### src/design/rcps_pkg.sv
// Shared types and constants for the RC pulse capture and smoothing block.
package rcps_pkg;

    // Shared multiplier operand width
    localparam int MUL_W      = 32;
    // Smoothed value: signed Q.8, 24 bits
    localparam int SM_W       = 24;
    // One step field of the result
    localparam int STEP_W     = 32;
    // Step fields carried in one result
    localparam int NUM_OUT    = 3;
    // Captured width storage
    localparam int CAP_W      = 16;
    // Fraction bits of the step gain (Q8.16)
    localparam int SCALE_FRAC = 16;

    // Filter keep factor; the divide by 200 is a reciprocal multiply
    localparam logic [MUL_W-1:0] FILT_KEEP = 32'd199;
    // ceil(2^39 / 200): exact floor(n / 200) for any n below 2^31
    localparam logic [MUL_W-1:0] DIV_RECIP = 32'd2748779070;
    localparam int               DIV_SHIFT = 39;

    // Saturation bounds of the smoothed value
    localparam logic [SM_W-1:0] SM_POS_MAX = 24'h7FFFFF;
    localparam logic [SM_W-1:0] SM_NEG_MAG = 24'h800000;

    // Configuration register indexes
    typedef enum logic [2:0] {
        CFG_CENTER     = 3'd0,
        CFG_DEAD_ZONE  = 3'd1,
        CFG_STEP_SCALE = 3'd2,
        CFG_MIN_WIDTH  = 3'd3,
        CFG_MAX_WIDTH  = 3'd4
    } cfg_idx_t;

    // Operand pair handed to the shared multiplier
    typedef struct packed {
        logic [MUL_W-1:0] a;
        logic [MUL_W-1:0] b;
    } mul_req_t;

endpackage

### src/design/rcps_mul.sv
// Shared unsigned multiplier with a registered product.
module rcps_mul (
    input  logic                           aclk,
    input  rcps_pkg::mul_req_t             req,
    output logic [2*rcps_pkg::MUL_W-1:0]   prod
);

    logic [2*rcps_pkg::MUL_W-1:0] prod_reg;

    // One product per cycle, available the cycle after the operands
    always_ff @(posedge aclk) begin
        prod_reg <= (2*rcps_pkg::MUL_W)'(req.a) * (2*rcps_pkg::MUL_W)'(req.b);
    end

    assign prod = prod_reg;

endmodule

### src/design/rc_pulse_capture_smoother_unit.sv
// RC pulse capture and smoothing: edge timing, low-pass filter, dead zone and step gain.
// Edge request: no result; ready again on the next cycle.
// Update request: a channel with a captured width steps through S_M1, S_SUM, S_M2, S_DIV,
//   S_M3 and S_STEP on the shared multiplier (S_STEP skipped inside the dead zone), an idle
//   channel S_M1 only; the result is valid when S_DONE hands off, input ready again with it.
// A result still waiting holds only the hand-off of the next update, not edge requests.
// Reset (aresetn low, synchronous): configuration registers to defaults, all channel state cleared.
module rc_pulse_capture_smoother_unit #(
    parameter int CHANNELS   = 3,
    parameter int TIMER_BITS = 16
) (
    input  logic                      aclk,
    input  logic                      aresetn,
    input  logic                      s_axis_tvalid,
    output logic                      s_axis_tready,
    // [1:0] channel, [2] pin_level, [3 +: TIMER_BITS] timestamp, zero padded
    input  logic [((3+TIMER_BITS+7)/8)*8-1:0] s_axis_tdata,
    // [0] mode
    input  logic                      s_axis_tuser,
    output logic                      m_axis_tvalid,
    input  logic                      m_axis_tready,
    // [31:0] pitch_step, [63:32] roll_step, [95:64] yaw_step
    output logic [rcps_pkg::NUM_OUT*rcps_pkg::STEP_W-1:0] m_axis_tdata,
    input  logic                      cfg_wr_en,
    input  logic [2:0]                cfg_addr,
    input  logic [23:0]               cfg_wr_data
);

    localparam int CH_IW  = (CHANNELS > 1) ? $clog2(CHANNELS) : 1;
    localparam int OUT_IW = $clog2(rcps_pkg::NUM_OUT);
    localparam int CMP_W  = (TIMER_BITS > 16) ? TIMER_BITS : 16;
    localparam int SM_W   = rcps_pkg::SM_W;
    localparam int STEP_W = rcps_pkg::STEP_W;
    localparam int MUL_W  = rcps_pkg::MUL_W;

    typedef enum logic [2:0] {
        S_IDLE, S_M1, S_SUM, S_M2, S_DIV, S_M3, S_STEP, S_DONE
    } state_t;

    state_t state_reg;
    logic [OUT_IW-1:0] ch_reg;
    logic              neg_reg;
    logic [30:0]       mag_reg;
    logic [SM_W-1:0]   abs_reg;

    logic [9:0]  center_reg;
    logic [9:0]  dead_zone_reg;
    logic [23:0] step_scale_reg;
    logic [15:0] min_width_reg;
    logic [15:0] max_width_reg;

    logic [TIMER_BITS-1:0]         rise_reg   [CHANNELS];
    logic [TIMER_BITS-1:0]         fall_reg   [CHANNELS];
    logic [rcps_pkg::CAP_W-1:0]    cap_reg    [CHANNELS];
    logic signed [SM_W-1:0]        smooth_reg [CHANNELS];
    logic signed [STEP_W-1:0]      step_reg   [rcps_pkg::NUM_OUT];

    logic                          m_valid_reg;
    logic [rcps_pkg::NUM_OUT*STEP_W-1:0] m_data_reg;

    rcps_pkg::mul_req_t      mul_req;
    logic [2*MUL_W-1:0]      prod;

    // Input fields
    logic [1:0]            in_ch;
    logic                  in_level;
    logic [TIMER_BITS-1:0] in_ts;
    logic                  accept;

    assign in_ch    = s_axis_tdata[1:0];
    assign in_level = s_axis_tdata[2];
    assign in_ts    = s_axis_tdata[3 +: TIMER_BITS];
    assign s_axis_tready = (state_reg == S_IDLE);
    assign accept   = s_axis_tvalid && s_axis_tready;

    // Edge path: new rise/fall pair, width and window check
    logic [CH_IW-1:0]      e_idx;
    logic                  e_ok;
    logic [TIMER_BITS-1:0] rise_new;
    logic [TIMER_BITS-1:0] fall_new;
    logic [TIMER_BITS-1:0] width_raw;
    logic [CMP_W-1:0]      width;
    logic [CMP_W-1:0]      width_net;
    logic                  width_ok;

    assign e_idx     = CH_IW'(in_ch);
    assign e_ok      = (32'(in_ch) < CHANNELS);
    assign rise_new  = in_level ? in_ts : rise_reg[e_idx];
    assign fall_new  = in_level ? fall_reg[e_idx] : in_ts;
    // Difference wraps at the timer width
    assign width_raw = fall_new - rise_new;
    assign width     = CMP_W'(width_raw);
    assign width_ok  = (width > CMP_W'(min_width_reg)) && (width < CMP_W'(max_width_reg));
    assign width_net = width - CMP_W'(min_width_reg);

    // Update path: current channel
    logic [CH_IW-1:0]        u_idx;
    logic                    u_ok;
    logic signed [SM_W-1:0]  sm_cur;
    logic [SM_W-1:0]         sm_abs;
    logic                    last_ch;

    assign u_idx   = CH_IW'(ch_reg);
    assign u_ok    = (32'(ch_reg) < CHANNELS);
    assign sm_cur  = smooth_reg[u_idx];
    assign sm_abs  = sm_cur[SM_W-1] ? (SM_W)'(-sm_cur) : sm_cur;
    assign last_ch = (ch_reg == OUT_IW'(rcps_pkg::NUM_OUT - 1));

    // Filter sum: +-|sm|*199 + (captured - center)*256, then its magnitude
    logic signed [16:0] cdiff;
    logic signed [33:0] keep_term;
    logic signed [33:0] sum;
    logic signed [33:0] sum_abs;

    assign cdiff     = $signed({1'b0, cap_reg[u_idx]}) - $signed({7'b0, center_reg});
    assign keep_term = neg_reg ? -$signed({3'b0, prod[30:0]}) : $signed({3'b0, prod[30:0]});
    assign sum       = keep_term + $signed({{9{cdiff[16]}}, cdiff, 8'b0});
    assign sum_abs   = sum[33] ? -sum : sum;

    // Quotient by 200 and saturation to 24 bits
    logic [SM_W-1:0]        quot;
    logic [SM_W-1:0]        quot_sat;
    logic signed [SM_W-1:0] sm_new;

    assign quot = prod[rcps_pkg::DIV_SHIFT +: SM_W];
    always_comb begin
        if (neg_reg) begin
            quot_sat = (quot > rcps_pkg::SM_NEG_MAG) ? rcps_pkg::SM_NEG_MAG : quot;
            sm_new   = -$signed(quot_sat);
        end else begin
            quot_sat = (quot > rcps_pkg::SM_POS_MAX) ? rcps_pkg::SM_POS_MAX : quot;
            sm_new   = $signed(quot_sat);
        end
    end

    // Step: |s| <= 2^23 and gain < 2^24, so the scaled magnitude stays below 2^31
    logic [STEP_W-1:0]       step_mag;
    logic signed [STEP_W-1:0] step_val;
    logic                    dz_pass;

    assign step_mag = prod[rcps_pkg::SCALE_FRAC +: STEP_W];
    assign step_val = neg_reg ? -$signed(step_mag) : $signed(step_mag);
    assign dz_pass  = (abs_reg > {6'b0, dead_zone_reg, 8'b0});

    // Shared multiplier operand select
    always_comb begin
        case (state_reg)
            S_M1: begin
                mul_req.a = MUL_W'(sm_abs);
                mul_req.b = rcps_pkg::FILT_KEEP;
            end
            S_M2: begin
                mul_req.a = MUL_W'(mag_reg);
                mul_req.b = rcps_pkg::DIV_RECIP;
            end
            S_M3: begin
                mul_req.a = MUL_W'(abs_reg);
                mul_req.b = MUL_W'(step_scale_reg);
            end
            default: begin
                mul_req.a = '0;
                mul_req.b = '0;
            end
        endcase
    end

    rcps_mul u_mul (
        .aclk (aclk),
        .req  (mul_req),
        .prod (prod)
    );

    // Sequencer, channel state, configuration and output register
    always_ff @(posedge aclk) begin
        if (!aresetn) begin
            state_reg      <= S_IDLE;
            ch_reg         <= '0;
            neg_reg        <= 1'b0;
            m_valid_reg    <= 1'b0;
            center_reg     <= 10'd500;
            dead_zone_reg  <= 10'd0;
            step_scale_reg <= 24'd65536;
            min_width_reg  <= 16'd1000;
            max_width_reg  <= 16'd2000;
            for (int i = 0; i < CHANNELS; i++) begin
                rise_reg[i]   <= '0;
                fall_reg[i]   <= '0;
                cap_reg[i]    <= '0;
                smooth_reg[i] <= '0;
            end
        end else begin
            // Configuration writes
            if (cfg_wr_en) begin
                case (rcps_pkg::cfg_idx_t'(cfg_addr))
                    rcps_pkg::CFG_CENTER:     center_reg     <= cfg_wr_data[9:0];
                    rcps_pkg::CFG_DEAD_ZONE:  dead_zone_reg  <= cfg_wr_data[9:0];
                    rcps_pkg::CFG_STEP_SCALE: step_scale_reg <= cfg_wr_data;
                    rcps_pkg::CFG_MIN_WIDTH:  min_width_reg  <= cfg_wr_data[15:0];
                    rcps_pkg::CFG_MAX_WIDTH:  max_width_reg  <= cfg_wr_data[15:0];
                    default: ;
                endcase
            end

            // Result taken; the hand-off state refills it in the same cycle
            if (m_valid_reg && m_axis_tready && state_reg != S_DONE) begin
                m_valid_reg <= 1'b0;
            end

            case (state_reg)
                S_IDLE: begin
                    if (accept) begin
                        if (s_axis_tuser) begin
                            ch_reg    <= '0;
                            state_reg <= S_M1;
                        end else if (e_ok) begin
                            rise_reg[e_idx] <= rise_new;
                            fall_reg[e_idx] <= fall_new;
                            if (width_ok) begin
                                cap_reg[e_idx] <= width_net[rcps_pkg::CAP_W-1:0];
                            end
                        end
                    end
                end
                S_M1: begin
                    // Channel without input (or beyond the channel count) gives zero
                    neg_reg <= sm_cur[SM_W-1];
                    if (!u_ok || cap_reg[u_idx] == '0) begin
                        step_reg[ch_reg] <= '0;
                        if (last_ch) begin
                            state_reg <= S_DONE;
                        end else begin
                            ch_reg    <= ch_reg + 1'b1;
                            state_reg <= S_M1;
                        end
                    end else begin
                        state_reg <= S_SUM;
                    end
                end
                S_SUM: begin
                    neg_reg   <= sum[33];
                    mag_reg   <= sum_abs[30:0];
                    state_reg <= S_M2;
                end
                S_M2: begin
                    state_reg <= S_DIV;
                end
                S_DIV: begin
                    smooth_reg[u_idx] <= sm_new;
                    abs_reg           <= quot_sat;
                    state_reg         <= S_M3;
                end
                S_M3: begin
                    if (dz_pass) begin
                        state_reg <= S_STEP;
                    end else begin
                        step_reg[ch_reg] <= '0;
                        if (last_ch) begin
                            state_reg <= S_DONE;
                        end else begin
                            ch_reg    <= ch_reg + 1'b1;
                            state_reg <= S_M1;
                        end
                    end
                end
                S_STEP: begin
                    step_reg[ch_reg] <= step_val;
                    if (last_ch) begin
                        state_reg <= S_DONE;
                    end else begin
                        ch_reg    <= ch_reg + 1'b1;
                        state_reg <= S_M1;
                    end
                end
                S_DONE: begin
                    // Hand off once the output register is free
                    if (!m_valid_reg || m_axis_tready) begin
                        for (int k = 0; k < rcps_pkg::NUM_OUT; k++) begin
                            m_data_reg[k*STEP_W +: STEP_W] <= step_reg[k];
                        end
                        m_valid_reg <= 1'b1;
                        state_reg   <= S_IDLE;
                    end
                end
                default: begin
                    state_reg <= S_IDLE;
                end
            endcase
        end
    end

    assign m_axis_tvalid = m_valid_reg;
    assign m_axis_tdata  = m_data_reg;

    // An update request starts the channel sweep at the first channel
    a_update_start: assert property (@(posedge aclk) disable iff (!aresetn)
        (accept && s_axis_tuser) |=> (state_reg == S_M1 && ch_reg == '0))
        else $error("update request did not start the channel sweep");

    // A new result only comes from the hand-off state
    a_result_src: assert property (@(posedge aclk) disable iff (!aresetn)
        $rose(m_axis_tvalid) |-> $past(state_reg == S_DONE))
        else $error("result raised outside the hand-off state");

    // The quotient is taken from the reciprocal product issued the cycle before
    a_div_order: assert property (@(posedge aclk) disable iff (!aresetn)
        (state_reg == S_DIV) |-> $past(state_reg == S_M2))
        else $error("quotient read without a reciprocal product");

    // The step is taken from the gain product issued the cycle before
    a_step_order: assert property (@(posedge aclk) disable iff (!aresetn)
        (state_reg == S_STEP) |-> $past(state_reg == S_M3))
        else $error("step read without a gain product");

endmodule
### config.mk
export PLATFORM = sky130hd
export DESIGN_NAME = rc_pulse_capture_smoother_unit
export DESIGN_NICKNAME = d
export VERILOG_FILES = /design/src/design/rcps_pkg.sv /design/src/design/rcps_mul.sv /design/src/design/rc_pulse_capture_smoother_unit.sv
export SDC_FILE = /design/constraint.sdc
export NUM_CORES = 2
export LEC_CHECK = 0
export BUFFER_PORTS_ARGS = -buffer_cell sky130_fd_sc_hd__buf_2
export CAP_MARGIN = 10
export CORE_AREA = 2 2 349 351
export DETAILED_ROUTE_END_ITERATION = 8
export DIE_AREA = 0 0 351 353
export PLACE_DENSITY = 0.82
export SLEW_MARGIN = 10
export SYNTH_ARGS = -nofsm -noshare
export SYNTH_HDL_FRONTEND = slang
export SYNTH_HIERARCHICAL = 1
export SYNTH_SLANG_ARGS = --single-unit
### constraint.sdc
create_clock -name aclk -period 17.83 [get_ports aclk]
set_clock_uncertainty 0.1 [all_clocks]
set_input_delay 0.8915 -clock aclk [delete_from_list [all_inputs] [get_ports aclk]]
set_output_delay 0.8915 -clock aclk [all_outputs]
set_load 0.01 [all_outputs]
==> results.py <==
metrics = {
    "die": {
        "dieHeight_um": 353,
        "ioPinCount": 155,
        "die_w_um": 351,
        "design.core.area_um2": 120600,
        "die_area_um2": 123900,
        "start_util_pct": 54.35,
        "num_rows": 128,
    },
    "sta": {
        "tightest_slew_ps": 1162,
        "maxSlewHeadroom_pct": 22.52,
        "finalSetupTns_ps": 0,
        "drv_slew": 0,
        "rsz0062_at_grt": "false",
        "finalSetupViolations": 0,
        "timing.fmax_mhz": 84.24,
        "holdWs_ps": 315.4,
        "finalCritPeriodShare_pct": 66.58,
        "period_needed_ps": 11870,
        "finalHoldViolations": 0,
    },
    "routing": {
        "first_iter_violations": 4307,
        "wl_per_cell_um": 20.58,
        "ant_nets": 0,
        "drt_wl_total_um": 167900,
        "vias_per_cell": 5.733,
        "dr.pass1.iters": 6,
        "via_count": 46755,
        "drcViolationCount": 0,
    },
    "worst_setup_path": {
        "r2r_slack_ps": 5960,
        "slowest_delay_ps": 750,
        "worstSetupPathType": "register to register",
        "worst-path-max-fanout": 32,
        "reg2reg_depth": 31,
        "cp.arrival_ps": 12270,
        "r2r_end": "u_mul/prod[59]",
        "crit_required_ps": 18230,
        "cp-end-kind": "register",
        "start_kind": "register",
        "worst_path_max_delay_cell": "dfxtp_2",
        "worst_path_most_repeated_cell": "fa_1",
    },
    "clock_tree": {
        "cts.repair.resized": 0,
        "clock_latency_ps": 630,
        "cts_htree_levels": 3,
        "cts_buffers": 67,
        "cts_setup_buffers": 0,
        "clk_pin_slew_ps": 70,
        "cts_tree": "yes",
        "holdBufCountCts": 0,
        "clockRootBuffer": "clkbuf_16",
        "clock_path_buffers": 3,
        "clkSinkCount": 683,
    },
    "min_path": {
        "hold_end": "m_axis_tdata[52]",
        "hp-start": "step_reg[1][20]",
        "worstHoldPathCells": 0,
        "hp-class": "register to register",
    },
    "global_routing": {
        "grt_use_total_pct": 27.74,
        "grt_pass1_wl_um": 267700,
        "antenna_found_initial": 3,
        "grt_max_degree": 78,
        "grt_overflow": 0,
        "grt_pass1_vias": 49357,
    },
    "placed_design": {
        "dpl_cell_area_um2": 67990,
        "gp_congestion": 1.010,
        "portBuffers": 149,
        "dp_hpwl_um": 126600,
        "placed_cells": 8030,
    },
    "final_layout": {
        "drive_above_1_share_pct": 7.464,
        "finalNonFillerCells": 8155,
        "syn2layout_area_growth_pct": 7.137,
        "layout.nets": 7794,
        "design_area_um2": 70230,
    },
    "pwr": {
        "powerDensity_nw_per_um2": 78.40,
        "leakage_nw": 31.67,
        "ir_worst_vdd_mv": 0.07394,
    },
    "yosys": {
        "yosysWarningCount": 6,
        "syn_area_um2": 65550,
        "synth.avg_cell_area_um2": 10.18,
        "synth_cells": 6441,
    },
    "job": {
        "drv_cap": 0,
    },
    "outcome": {
        "status": "finished, final reports clean",
    },
}
-- worst max-delay path, delay by kind of cell (launching register included) --
kind / cells / cell delay [ps]
AOI/OAI and AO/OA: 7 / 1860
xor gates and xnor gates: 2 / 350
adders and majority gates: 9 / 4470
buffers and inverters: 4 / 1080
DFF: 1 / 750
muxes: 1 / 630
and+or+nand+nor: 8 / 2470
-- power by group --
part / total (W) / internal (W) / switching [W]
clock: 0.00146 / 0.000835 / 0.000621
sequential: 0.00196 / 0.00186 / 0.000106
combinational: 0.00209 / 0.000703 / 0.00138
-- worst max-delay path by stage --
stage / slack [ps] / to / from / depth (start not counted)
2_1_floorplan: 7850 / u_mul/prod[60] / register / 32
3_3_place_gp: 6220 / u_mul/prod[60] / register / 34
3_5_place_dp: 6020 / u_mul/prod[60] / register / 34
4_1_cts: 5980 / u_mul/prod[60] / register / 34
5_1_grt: 5260 / u_mul/prod[60] / register / 34
6_report: 5960 / u_mul/prod[59] / register / 31
-- metrics by stage --
step / total power, W / utilization [%] / worst slack, ps
2_1_floorplan: 0.003347 / - / 7852
3_3_place_gp: 0.003943 / 56.37 / 6219
3_5_place_dp: 0.004000 / 56.37 / 6021
4_1_cts: 0.005457 / 58.22 / 5977
5_1_grt: 0.005745 / 58.22 / 5264
6_report: 0.005506 / 58.23 / 5959
-- area by class of cell --
cell class	instances	area (um^2)
diodes	5	12.51
clock buffers	86	1832
clock inverters	33	392.9
fillers	9712	50370
inverters	1029	3862
multi-input cells	4458	41660
flip-flops and latches	683	19030
well taps	1625	2033
repair buffers	236	1396
-- layout by cell type, fill, tap and decap left out, types with 71 or more instances in the layout --
master,count
xnor2_1,129
and2_1,623
fa_1,900
ha_1,362
nand2_1,771
xor2_1,80
o21ai_0,124
nor2_1,380
dfxtp_1,145
buf_2,149
buf_4,86
inv_1,1028
a21oi_1,163
a21boi_0,71
edfxtp_1,535
conb_1,73
-- metal layers --
| metal | track usage [%] | routed length, um |
|---|---|---|
| met4 | 12.21 | 8301 |
| met2 | 46.64 | 82310 |
| met1 | 35.70 | 63840 |
| met3 | 4.077 | 13380 |
| met5 | 0 | 27 |
(Power assumes the default switching activity.)
